==> config.mk <==
export PLATFORM = sky130hd
export DESIGN_NAME = dual_motor_ramp_deadtime_core
export DESIGN_NICKNAME = d
export VERILOG_FILES = /design/src/rtl/core/dmrd_pkg.sv /design/src/rtl/core/dmrd_hold.sv /design/src/rtl/core/dmrd_slew.sv /design/src/rtl/core/dual_motor_ramp_deadtime_core.sv
export SDC_FILE = /design/constraint.sdc
export NUM_CORES = 1
export LEC_CHECK = 0
export ABC_AREA = 1
export BUFFER_PORTS_ARGS = -buffer_cell sky130_fd_sc_hd__buf_2
export CORE_UTILIZATION = 65
export CTS_CLUSTER_DIAMETER = 100
export DETAILED_ROUTE_END_ITERATION = 8
export PLACE_DENSITY = 0.88
export SYNTH_ARGS = -nofsm -noshare
export SYNTH_HDL_FRONTEND = slang
export SYNTH_SLANG_ARGS = --single-unit
export TNS_END_PERCENT = 100
==> constraint.sdc <==
create_clock -name i_clk -period 26.3 [get_ports i_clk]
set_clock_uncertainty 0.1 [all_clocks]
set_input_delay 5.26 -clock i_clk [delete_from_list [all_inputs] [get_ports i_clk]]
set_output_delay 5.26 -clock i_clk [all_outputs]
set_load 0.03 [all_outputs]
==> src/rtl/core/dmrd_pkg.sv <==
package dmrd_pkg;

    localparam int LEVEL_W     = 9;
    localparam int STEP_W      = 8;
    localparam int DT_W        = 16;
    localparam int DUTY_W      = 8;
    localparam int NOW_W       = 32;
    localparam int MODE_W      = 2;
    localparam int CFG_IDX_W   = 3;
    localparam int CFG_DATA_W  = 16;
    localparam int IN_TDATA_W  = 56;
    localparam int OUT_TDATA_W = 40;

    typedef logic signed [LEVEL_W-1:0] t_level;

    localparam logic [MODE_W-1:0] MODE_NORMAL = 2'd0;
    localparam logic [MODE_W-1:0] MODE_SOFT   = 2'd1;
    localparam logic [MODE_W-1:0] MODE_LIMP   = 2'd2;
    localparam logic [MODE_W-1:0] MODE_LOCKED = 2'd3;

    localparam logic [CFG_IDX_W-1:0] REG_DEADTIME = 3'd0;
    localparam logic [CFG_IDX_W-1:0] REG_IDLE     = 3'd1;
    localparam logic [CFG_IDX_W-1:0] REG_SOFT     = 3'd2;
    localparam logic [CFG_IDX_W-1:0] REG_LIMP     = 3'd3;
    localparam logic [CFG_IDX_W-1:0] REG_NORMAL   = 3'd4;

    localparam t_level LEVEL_MIN = -9'sd255;

    // per-side deadtime bookkeeping update
    typedef struct packed {
        logic hold;
        logic load;
    } t_hold_upd;

    // per-side driver outputs
    typedef struct packed {
        logic              dir;
        logic              enable;
        logic [DUTY_W-1:0] duty;
    } t_side_drv;

    // -256 is folded to -255 so levels stay symmetric
    function automatic t_level sat_target(input logic [LEVEL_W-1:0] raw);
        t_level v;
        v = $signed(raw);
        if (raw == {1'b1, {(LEVEL_W-1){1'b0}}}) begin
            v = LEVEL_MIN;
        end
        return v;
    endfunction

endpackage

==> src/rtl/core/dmrd_hold.sv <==
module dmrd_hold #(
    parameter int TIME_BITS = 32
) (
    input  dmrd_pkg::t_level              i_cur,
    input  dmrd_pkg::t_level              i_tgt,
    input  logic [TIME_BITS-1:0]          i_now,
    input  logic [dmrd_pkg::DT_W-1:0]     i_deadtime,
    input  logic                          i_hold,
    input  logic [TIME_BITS-1:0]          i_deadline,
    output dmrd_pkg::t_level              o_tgt,
    output logic [TIME_BITS-1:0]          o_deadline,
    output dmrd_pkg::t_hold_upd           o_upd
);
    import dmrd_pkg::*;

    logic                 w_rev;
    logic                 w_start;
    logic                 w_hold_any;
    logic                 w_expired;
    logic [TIME_BITS-1:0] w_dl;

    assign w_rev      = ((i_cur > 0) && (i_tgt < 0)) || ((i_cur < 0) && (i_tgt > 0));
    assign w_start    = w_rev && !i_hold;
    // deadline wraps at the time width
    assign w_dl       = w_start ? (i_now + TIME_BITS'(i_deadtime)) : i_deadline;
    assign w_hold_any = i_hold || w_start;
    assign w_expired  = !(i_now < w_dl);

    assign o_tgt      = (w_hold_any && !w_expired) ? t_level'(0) : i_tgt;
    assign o_deadline = w_dl;
    assign o_upd.load = w_start;
    assign o_upd.hold = w_hold_any && !w_expired;

endmodule

==> src/rtl/core/dmrd_slew.sv <==
module dmrd_slew (
    input  dmrd_pkg::t_level            i_cur,
    input  dmrd_pkg::t_level            i_tgt,
    input  logic [dmrd_pkg::STEP_W-1:0] i_step,
    output dmrd_pkg::t_level            o_level,
    output dmrd_pkg::t_side_drv         o_drv
);
    import dmrd_pkg::*;

    localparam int EXT_W = LEVEL_W + 2;

    logic signed [EXT_W-1:0] w_cur_x;
    logic signed [EXT_W-1:0] w_tgt_x;
    logic signed [EXT_W-1:0] w_step_x;
    logic signed [EXT_W-1:0] w_up;
    logic signed [EXT_W-1:0] w_dn;
    t_level                  w_neg;

    assign w_cur_x  = EXT_W'(i_cur);
    assign w_tgt_x  = EXT_W'(i_tgt);
    assign w_step_x = $signed(EXT_W'(i_step));
    assign w_up     = w_cur_x + w_step_x;
    assign w_dn     = w_cur_x - w_step_x;

    always_comb begin
        if (w_cur_x < w_tgt_x) begin
            o_level = (w_up > w_tgt_x) ? i_tgt : w_up[LEVEL_W-1:0];
        end else if (w_cur_x > w_tgt_x) begin
            o_level = (w_dn < w_tgt_x) ? i_tgt : w_dn[LEVEL_W-1:0];
        end else begin
            o_level = i_cur;
        end
    end

    assign w_neg        = -o_level;
    assign o_drv.dir    = (o_level > 0);
    assign o_drv.enable = (o_level != 0);
    assign o_drv.duty   = (o_level < 0) ? w_neg[DUTY_W-1:0] : o_level[DUTY_W-1:0];

endmodule

==> src/rtl/core/dual_motor_ramp_deadtime_core.sv <==
// A tick's result passes the input register, then the result register, before it is valid.
// Throughput: one tick per cycle unless the output stalls; the level and hold state
// update in the same cycle a tick leaves the input register, so the next tick sees it.
// Reset (synchronous, active low): levels, holds and deadlines zero, registers at
// their defaults, both pipeline registers empty.
module dual_motor_ramp_deadtime_core #(
    parameter int TIME_BITS = 32
) (
    input  logic                                i_clk,
    input  logic                                i_rst_n,
    input  logic                                i_cfg_wr_en,
    input  logic [dmrd_pkg::CFG_IDX_W-1:0]      i_cfg_index,
    input  logic [dmrd_pkg::CFG_DATA_W-1:0]     i_cfg_wdata,
    input  logic                                i_s_tvalid,
    output logic                                o_s_tready,
    // now_ms[31:0], target_left[40:32], target_right[49:41], system_fault[50],
    // drive_mode[52:51], emergency[53], zero pad[55:54]
    input  logic [dmrd_pkg::IN_TDATA_W-1:0]     i_s_tdata,
    output logic                                o_m_tvalid,
    input  logic                                i_m_tready,
    // left_level[8:0], right_level[17:9], left_dir[18], left_enable[19],
    // left_duty[27:20], right_dir[28], right_enable[29], right_duty[37:30],
    // safe_stop[38], zero pad[39]
    output logic [dmrd_pkg::OUT_TDATA_W-1:0]    o_m_tdata
);
    import dmrd_pkg::*;

    // configuration
    logic [DT_W-1:0]   r_deadtime;
    logic [STEP_W-1:0] r_idle_step;
    logic [STEP_W-1:0] r_soft_step;
    logic [STEP_W-1:0] r_limp_step;
    logic [STEP_W-1:0] r_normal_step;

    always_ff @(posedge i_clk) begin
        if (!i_rst_n) begin
            r_deadtime    <= DT_W'(200);
            r_idle_step   <= STEP_W'(2);
            r_soft_step   <= STEP_W'(2);
            r_limp_step   <= STEP_W'(4);
            r_normal_step <= STEP_W'(5);
        end else if (i_cfg_wr_en) begin
            case (i_cfg_index)
                REG_DEADTIME: r_deadtime    <= i_cfg_wdata;
                REG_IDLE:     r_idle_step   <= i_cfg_wdata[STEP_W-1:0];
                REG_SOFT:     r_soft_step   <= i_cfg_wdata[STEP_W-1:0];
                REG_LIMP:     r_limp_step   <= i_cfg_wdata[STEP_W-1:0];
                REG_NORMAL:   r_normal_step <= i_cfg_wdata[STEP_W-1:0];
                default: ;
            endcase
        end
    end

    // input register
    logic               r_s1_valid;
    logic [NOW_W-1:0]   r_in_now;
    logic [LEVEL_W-1:0] r_in_tl;
    logic [LEVEL_W-1:0] r_in_tr;
    logic               r_in_fault;
    logic [MODE_W-1:0]  r_in_mode;
    logic               r_in_emerg;

    logic r_out_valid;
    logic w_adv;
    logic w_fire;
    logic w_in_xfer;

    assign w_adv      = !r_out_valid || i_m_tready;
    assign w_fire     = r_s1_valid && w_adv;
    assign o_s_tready = !r_s1_valid || w_adv;
    assign w_in_xfer  = i_s_tvalid && o_s_tready;

    always_ff @(posedge i_clk) begin
        if (!i_rst_n) begin
            r_s1_valid <= 1'b0;
        end else if (w_in_xfer) begin
            r_s1_valid <= 1'b1;
        end else if (w_adv) begin
            r_s1_valid <= 1'b0;
        end
    end

    always_ff @(posedge i_clk) begin
        if (w_in_xfer) begin
            r_in_now   <= i_s_tdata[31:0];
            r_in_tl    <= i_s_tdata[40:32];
            r_in_tr    <= i_s_tdata[49:41];
            r_in_fault <= i_s_tdata[50];
            r_in_mode  <= i_s_tdata[52:51];
            r_in_emerg <= i_s_tdata[53];
        end
    end

    // drive state
    t_level               r_left_level;
    t_level               r_right_level;
    logic                 r_left_hold;
    logic                 r_right_hold;
    logic [TIME_BITS-1:0] r_left_deadline;
    logic [TIME_BITS-1:0] r_right_deadline;

    logic [TIME_BITS-1:0] w_now;
    t_level               w_tl;
    t_level               w_tr;
    t_level               w_hl_tgt;
    t_level               w_hr_tgt;
    logic [TIME_BITS-1:0] w_hl_dl;
    logic [TIME_BITS-1:0] w_hr_dl;
    t_hold_upd            w_hl_upd;
    t_hold_upd            w_hr_upd;
    logic [STEP_W-1:0]    w_step;
    t_level               w_l_level;
    t_level               w_r_level;
    t_side_drv            w_l_drv;
    t_side_drv            w_r_drv;
    logic                 w_kill;

    assign w_now  = TIME_BITS'(r_in_now);
    assign w_tl   = r_in_emerg ? t_level'(0) : sat_target(r_in_tl);
    assign w_tr   = r_in_emerg ? t_level'(0) : sat_target(r_in_tr);
    assign w_kill = r_in_fault || (r_in_mode == MODE_LOCKED);

    dmrd_hold #(.TIME_BITS(TIME_BITS)) u_hold_left (
        .i_cur      (r_left_level),
        .i_tgt      (w_tl),
        .i_now      (w_now),
        .i_deadtime (r_deadtime),
        .i_hold     (r_left_hold),
        .i_deadline (r_left_deadline),
        .o_tgt      (w_hl_tgt),
        .o_deadline (w_hl_dl),
        .o_upd      (w_hl_upd)
    );

    dmrd_hold #(.TIME_BITS(TIME_BITS)) u_hold_right (
        .i_cur      (r_right_level),
        .i_tgt      (w_tr),
        .i_now      (w_now),
        .i_deadtime (r_deadtime),
        .i_hold     (r_right_hold),
        .i_deadline (r_right_deadline),
        .o_tgt      (w_hr_tgt),
        .o_deadline (w_hr_dl),
        .o_upd      (w_hr_upd)
    );

    always_comb begin
        if ((w_hl_tgt == 0) && (w_hr_tgt == 0)) begin
            w_step = r_idle_step;
        end else begin
            case (r_in_mode)
                MODE_SOFT: w_step = r_soft_step;
                MODE_LIMP: w_step = r_limp_step;
                default:   w_step = r_normal_step;
            endcase
        end
    end

    dmrd_slew u_slew_left (
        .i_cur   (r_left_level),
        .i_tgt   (w_hl_tgt),
        .i_step  (w_step),
        .o_level (w_l_level),
        .o_drv   (w_l_drv)
    );

    dmrd_slew u_slew_right (
        .i_cur   (r_right_level),
        .i_tgt   (w_hr_tgt),
        .i_step  (w_step),
        .o_level (w_r_level),
        .o_drv   (w_r_drv)
    );

    always_ff @(posedge i_clk) begin
        if (!i_rst_n) begin
            r_left_level     <= '0;
            r_right_level    <= '0;
            r_left_hold      <= 1'b0;
            r_right_hold     <= 1'b0;
            r_left_deadline  <= '0;
            r_right_deadline <= '0;
        end else if (w_fire) begin
            if (w_kill) begin
                r_left_level     <= '0;
                r_right_level    <= '0;
                r_left_hold      <= 1'b0;
                r_right_hold     <= 1'b0;
                r_left_deadline  <= '0;
                r_right_deadline <= '0;
            end else begin
                r_left_level  <= w_l_level;
                r_right_level <= w_r_level;
                r_left_hold   <= w_hl_upd.hold;
                r_right_hold  <= w_hr_upd.hold;
                if (w_hl_upd.load) begin
                    r_left_deadline <= w_hl_dl;
                end
                if (w_hr_upd.load) begin
                    r_right_deadline <= w_hr_dl;
                end
            end
        end
    end

    // result register
    logic [OUT_TDATA_W-1:0] r_out_data;

    always_ff @(posedge i_clk) begin
        if (!i_rst_n) begin
            r_out_valid <= 1'b0;
        end else if (w_fire) begin
            r_out_valid <= 1'b1;
        end else if (i_m_tready) begin
            r_out_valid <= 1'b0;
        end
    end

    always_ff @(posedge i_clk) begin
        if (w_fire) begin
            if (w_kill) begin
                r_out_data <= {1'b0, 1'b1, {(OUT_TDATA_W-2){1'b0}}};
            end else begin
                r_out_data <= {1'b0, 1'b0,
                               w_r_drv.duty, w_r_drv.enable, w_r_drv.dir,
                               w_l_drv.duty, w_l_drv.enable, w_l_drv.dir,
                               w_r_level, w_l_level};
            end
        end
    end

    assign o_m_tvalid = r_out_valid;
    assign o_m_tdata  = r_out_data;

    // assertions
    a_s1_held: assert property (@(posedge i_clk) disable iff (!i_rst_n)
        r_s1_valid && !w_adv |=> r_s1_valid && $stable(r_in_now))
        else $error("input register dropped a stalled tick");

    a_kill_clears: assert property (@(posedge i_clk) disable iff (!i_rst_n)
        w_fire && w_kill |=> (r_left_level == 0) && (r_right_level == 0)
                             && !r_left_hold && !r_right_hold)
        else $error("fault path left drive state active");

    a_fire_valid: assert property (@(posedge i_clk) disable iff (!i_rst_n)
        w_fire |=> o_m_tvalid)
        else $error("processed tick produced no result");

    a_hold_zero: assert property (@(posedge i_clk) disable iff (!i_rst_n)
        w_fire && !w_kill && w_hl_upd.hold |=> $past(w_hl_tgt) == 0)
        else $error("left target passed during deadtime hold");

endmodule
==> impl_metrics.xml <==
<?xml version="1.0" encoding="UTF-8"?>
<metrics>
  <group name="synthesis">
    <metric name="async_flop_share" unit="">0</metric>
    <metric name="syn_inst" unit="">1953</metric>
    <metric name="synth_area_per_cell" unit="sq um">7.842</metric>
    <metric name="mappedNetlistArea" unit="sq mm">0.01531</metric>
    <metric name="netlist_cell_types" unit="">59</metric>
    <metric name="number_of_flops_mapped_to_enable_cells_by_yosys" unit="">91</metric>
    <metric name="synth_fp_nets" unit="">2215</metric>
    <metric name="yosys_warnings" unit="">0</metric>
    <metric name="synth.ff_latch_count" unit="">225</metric>
    <metric name="share_of_synthesized_area_occupied_by_flip_flops_and_latches" unit="">0.3536</metric>
    <metric name="synth_ff_type" unit="">sky130_fd_sc_hd__dfxtp_1</metric>
  </group>
  <group name="critical_path">
    <metric name="source_of_the_worst_register_to_register_timing_path" unit="">r_in_now[2]</metric>
    <metric name="start_kind" unit="">register</metric>
    <metric name="worst-setup-path-type" unit="">register to register</metric>
    <metric name="worstRegToRegCells" unit="">67</metric>
    <metric name="slowest_delay" unit="ps">830</metric>
    <metric name="end_kind" unit="">register</metric>
    <metric name="worstPathArrival" unit="ps">13030</metric>
    <metric name="path_common_cell" unit="">sky130_fd_sc_hd__nand2_1</metric>
    <metric name="r2r_slack" unit="ps">13460</metric>
    <metric name="regToRegEndpoint" unit="">o_m_tdata[29]</metric>
    <metric name="critPathRequiredTime" unit="ps">26490</metric>
    <metric name="crit_path_top_delay_cell" unit="">sky130_fd_sc_hd__o21ai_1</metric>
    <metric name="worst-path-max-fanout" unit="">16</metric>
  </group>
  <group name="cts">
    <metric name="root_buffer" unit="">sky130_fd_sc_hd__clkbuf_16</metric>
    <metric name="clock_sink_total" unit="">225</metric>
    <metric name="cts_setup_buffers" unit="">0</metric>
    <metric name="post_cts_resized" unit="">0</metric>
    <metric name="tritoncts_clock_tree" unit="">done</metric>
    <metric name="worstSkewPairLatency" unit="ps">550</metric>
    <metric name="holdBufCountCts" unit="">0</metric>
    <metric name="clk_buf_depth" unit="">3</metric>
    <metric name="worst_setup_hold_path_clk_slew" unit="ps">60</metric>
    <metric name="cts.htree.levels" unit="">1</metric>
    <metric name="tritoncts.num_buffers" unit="">25</metric>
  </group>
  <group name="min_path">
    <metric name="hold-path-cell-count" unit="">2</metric>
    <metric name="min-delay-path-class" unit="">register to register</metric>
    <metric name="hold_path.startpoint" unit="">r_idle_step[6]</metric>
    <metric name="worst_hold_endpoint" unit="">r_idle_step[6]</metric>
  </group>
  <group name="floorplanning">
    <metric name="number_of_top_level_pins" unit="">122</metric>
    <metric name="std_cell_rows" unit="">55</metric>
    <metric name="core_region_area" unit="sq mm">0.02285</metric>
    <metric name="die_area" unit="sq mm">0.02418</metric>
    <metric name="initial_utilization" unit="">0.6703</metric>
    <metric name="vert_die_dim" unit="um">155.5</metric>
    <metric name="die_x" unit="um">155.5</metric>
  </group>
  <group name="grt">
    <metric name="antenna_found_initial" unit="">0</metric>
    <metric name="grt_start_max_net_pins" unit="">61</metric>
    <metric name="vias_in_the_first_global_route" unit="">13340</metric>
    <metric name="grt_usage" unit="">0.3326</metric>
    <metric name="global_route_wire_length_before_repair" unit="um">64390</metric>
    <metric name="grt-ovfl-total" unit="">0</metric>
  </group>
  <group name="timing">
    <metric name="hold_ws" unit="ps">351.1</metric>
    <metric name="max_freq" unit="GHz">0.07791</metric>
    <metric name="final.min_clock_period" unit="ps">12840</metric>
    <metric name="final_setup_fails" unit="">0</metric>
    <metric name="setup_total_negative_slack" unit="ps">0</metric>
    <metric name="timing.final.max_slew_violations" unit="">0</metric>
    <metric name="timing_worst_slew_pin_value" unit="ps">1075</metric>
    <metric name="timing.final.hold_violations" unit="">0</metric>
    <metric name="setup_repair_after_global_routing_missed_its_margin" unit="">no</metric>
    <metric name="relSlewSlack" unit="">0.2825</metric>
    <metric name="period_share" unit="">0.4881</metric>
  </group>
  <group name="cells_and_area">
    <metric name="num-nets-final" unit="">2310</metric>
    <metric name="layout-drive-gt1-share" unit="">0.1278</metric>
    <metric name="final_common_cell" unit="">sky130_fd_sc_hd__nand2_1</metric>
    <metric name="layout-area-overhead-vs-synth" unit="%">10.20</metric>
    <metric name="diodes" unit="">0</metric>
    <metric name="layout.cells.most_common_list" unit="">402 x sky130_fd_sc_hd__nand2_1, 215 x sky130_fd_sc_hd__a21oi_1, 189 x sky130_fd_sc_hd__inv_1</metric>
    <metric name="fillers" unit="">1769</metric>
  </group>
  <group name="power_and_ir_drop">
    <metric name="post-layout-total-power" unit="mW">1.199</metric>
    <metric name="power_per_cell_area" unit="mW/mm^2">71.03</metric>
    <metric name="intPower" unit="mW">0.7217</metric>
    <metric name="clock_power_share" unit="">0.274</metric>
    <metric name="worst_ir_drop_vdd" unit="mV">0.05830</metric>
    <metric name="sequentialPowerShare" unit="">0.336</metric>
    <metric name="power.share.switching" unit="">0.3980</metric>
    <metric name="power.leakage" unit="nW">7.710</metric>
    <metric name="power.combinational.fraction" unit="">0.390</metric>
    <metric name="switching_power" unit="mW">0.4771</metric>
  </group>
  <group name="drt">
    <metric name="num_vias" unit="">13780</metric>
    <metric name="viasPerCell" unit="">5.792</metric>
    <metric name="detailedRoute.firstIterationViolations" unit="">952</metric>
    <metric name="dr_wl_met3" unit="um">2474</metric>
    <metric name="drt_drc_violations_left" unit="">0</metric>
    <metric name="route.layer.met1.wl" unit="um">15930</metric>
    <metric name="drt-pass1-iter-count" unit="">7</metric>
    <metric name="finalWirelength" unit="um">39980</metric>
    <metric name="met2RoutedLength" unit="um">19910</metric>
    <metric name="topRoutingLayerUsed" unit="">met4</metric>
    <metric name="detail-route-antenna-nets" unit="">0</metric>
    <metric name="wl_per_cell" unit="um">16.81</metric>
  </group>
  <group name="place">
    <metric name="detailedPlacementHpwl" unit="um">29520</metric>
    <metric name="place.port_buffers" unit="">118</metric>
    <metric name="place_congestion" unit="">0.9973</metric>
  </group>
  <group name="flow_run">
    <metric name="cap_violations" unit="">0</metric>
  </group>
  <group name="run_status">
    <metric name="status" unit="">finished clean</metric>
  </group>
</metrics>
state kept, by name (all words and copies together) (netlist names), 2 cells and up:
| signal | count |
|---|---|
| o_m_tdata | 37 |
| r_in_now | 32 |
| r_left_deadline | 32 |
| r_right_deadline | 32 |
| r_deadtime | 16 |
| r_in_tl | 9 |
| r_in_tr | 9 |
| r_left_level | 9 |
| r_right_level | 9 |
| r_idle_step | 8 |
| r_limp_step | 8 |
| r_normal_step | 8 |
| r_soft_step | 8 |
| r_in_mode | 2 |
worst max-delay path by stage:
stage	start	slack (ps)	end	depth (start not counted)
after floorplan	i_m_tready	15360	o_s_tready	2
after global placement	r_in_now[2]	13960	o_m_tdata[29]	67
after detailed placement	r_in_now[2]	13730	o_m_tdata[29]	67
after CTS	r_in_now[2]	13630	o_m_tdata[29]	67
after global routing	r_in_now[2]	12240	o_m_tdata[29]	67
final	r_in_now[2]	13460	o_m_tdata[29]	67
Yosys cell counts (2+ instances only):
| cell type | count | area [sq um] |
|---|---|---|
| sky130_fd_sc_hd__nor2_4 | 3 | 33.78 |
| sky130_fd_sc_hd__o31ai_1 | 8 | 60.06 |
| sky130_fd_sc_hd__o21bai_1 | 8 | 60.06 |
| sky130_fd_sc_hd__o21ai_0 | 116 | 580.6 |
| sky130_fd_sc_hd__o22ai_1 | 2 | 12.51 |
| sky130_fd_sc_hd__dfxtp_1 | 134 | 2683 |
| sky130_fd_sc_hd__o21ai_1 | 16 | 80.08 |
| sky130_fd_sc_hd__buf_2 | 4 | 20.02 |
| sky130_fd_sc_hd__clkinv_1 | 3 | 11.26 |
| sky130_fd_sc_hd__clkbuf_1 | 48 | 180.2 |
| sky130_fd_sc_hd__a2111oi_0 | 2 | 17.52 |
| sky130_fd_sc_hd__inv_2 | 21 | 78.83 |
| sky130_fd_sc_hd__a21oi_2 | 3 | 26.28 |
| sky130_fd_sc_hd__o211ai_1 | 15 | 112.6 |
| sky130_fd_sc_hd__nor4_2 | 2 | 25.02 |
| sky130_fd_sc_hd__nand3b_1 | 2 | 15.01 |
| sky130_fd_sc_hd__or2_2 | 2 | 12.51 |
| sky130_fd_sc_hd__o2111ai_1 | 3 | 26.28 |
| sky130_fd_sc_hd__inv_1 | 192 | 720.7 |
| sky130_fd_sc_hd__nor4_1 | 11 | 68.82 |
| sky130_fd_sc_hd__a21o_1 | 5 | 37.54 |
| sky130_fd_sc_hd__nor3_1 | 13 | 65.06 |
| sky130_fd_sc_hd__nand2_1 | 402 | 1509 |
| sky130_fd_sc_hd__o21ai_2 | 6 | 52.55 |
| sky130_fd_sc_hd__buf_4 | 3 | 22.52 |
| sky130_fd_sc_hd__a21oi_1 | 215 | 1076 |
| sky130_fd_sc_hd__mux2i_1 | 42 | 420.4 |
| sky130_fd_sc_hd__nand3_1 | 83 | 415.4 |
| sky130_fd_sc_hd__buf_1 | 4 | 15.01 |
| sky130_fd_sc_hd__a31oi_1 | 3 | 18.77 |
| sky130_fd_sc_hd__nand2_4 | 11 | 123.9 |
| sky130_fd_sc_hd__nand2_2 | 24 | 150.1 |
| sky130_fd_sc_hd__nor2_2 | 8 | 50.05 |
| sky130_fd_sc_hd__xor2_1 | 43 | 376.6 |
| sky130_fd_sc_hd__nand4_1 | 11 | 68.82 |
| sky130_fd_sc_hd__xnor2_1 | 11 | 96.34 |
| sky130_fd_sc_hd__a211oi_1 | 13 | 97.59 |
| sky130_fd_sc_hd__nand3_2 | 4 | 40.04 |
| sky130_fd_sc_hd__ha_1 | 177 | 2215 |
| sky130_fd_sc_hd__a21boi_1 | 2 | 15.01 |
| sky130_fd_sc_hd__nor2_1 | 165 | 619.3 |
| sky130_fd_sc_hd__a221oi_1 | 2 | 17.52 |
| sky130_fd_sc_hd__edfxtp_1 | 91 | 2733 |
| sky130_fd_sc_hd__fa_1 | 5 | 100.1 |
through the flow:
step | utilization | instances | instance area (sq um) | setup slack (ps)
global placement | 0.7057 | 2334 | 16120 | 13960
finish | 0.7387 | 2379 | 16880 | 13460
global route | 0.7387 | 2379 | 16880 | 12240
detailed placement | 0.7057 | 2334 | 16120 | 13730
CTS | 0.7387 | 2379 | 16880 | 13630
floorplan | - | 1953 | 15310 | 15360
worst max-delay path: cells and delay by family (launching register included):
family,cells,cell delay (ps)
buf+inv,8,1200
fa+ha+maj,5,1700
compound gates,20,4120
flops,1,450
simple gates,31,4290
xor+xnor,3,680
power by group through the flow:
stage	registers (mW)	logic, mW	clock network [mW]
6_report	0.403	0.467	0.329
5_1_grt	0.404	0.526	0.341
4_1_cts	0.402	0.461	0.330
3_5_place_dp	0.409	0.457	0
3_3_place_gp	0.409	0.445	0
2_1_floorplan	0.419	0.337	0
cell families (layout without fill, tap and decap cells):
| group | count (synthesis) | after routing | share of synthesized area |
|---|---|---|---|
| compound gates | 425 | 425 | 0.1536 |
| xor+xnor | 55 | 55 | 0.03194 |
| fa+ha+maj | 182 | 182 | 0.1511 |
| buf+inv | 279 | 392 | 0.07116 |
| flops | 225 | 225 | 0.3536 |
| mux | 42 | 42 | 0.02745 |
| other cells | 1 | 1 | 0.0002449 |
| simple gates | 744 | 744 | 0.2109 |
layer usage:
metal	vias up	GRT usage
li1	6763	-
met1	6359	0.3874
met2	537	0.6045
met3	120	0.04206
met4	0	0.1569
met5	-	0
final cells by class:
| type | instances | area [sq um] | share of cell area |
|---|---|---|---|
| Clock inverter | 14 | 105.1 | 0.006228 |
| Inverter | 218 | 825.8 | 0.04893 |
| Multi-Input combinational cell | 1449 | 8817 | 0.5225 |
| Timing Repair Buffer | 129 | 673.1 | 0.03989 |
| Clock buffer | 31 | 648.1 | 0.03840 |
| Sequential cell | 225 | 5415 | 0.3209 |
| Tap cell | 313 | 391.6 | 0.02321 |
Power figures use the tool's default switching activity.
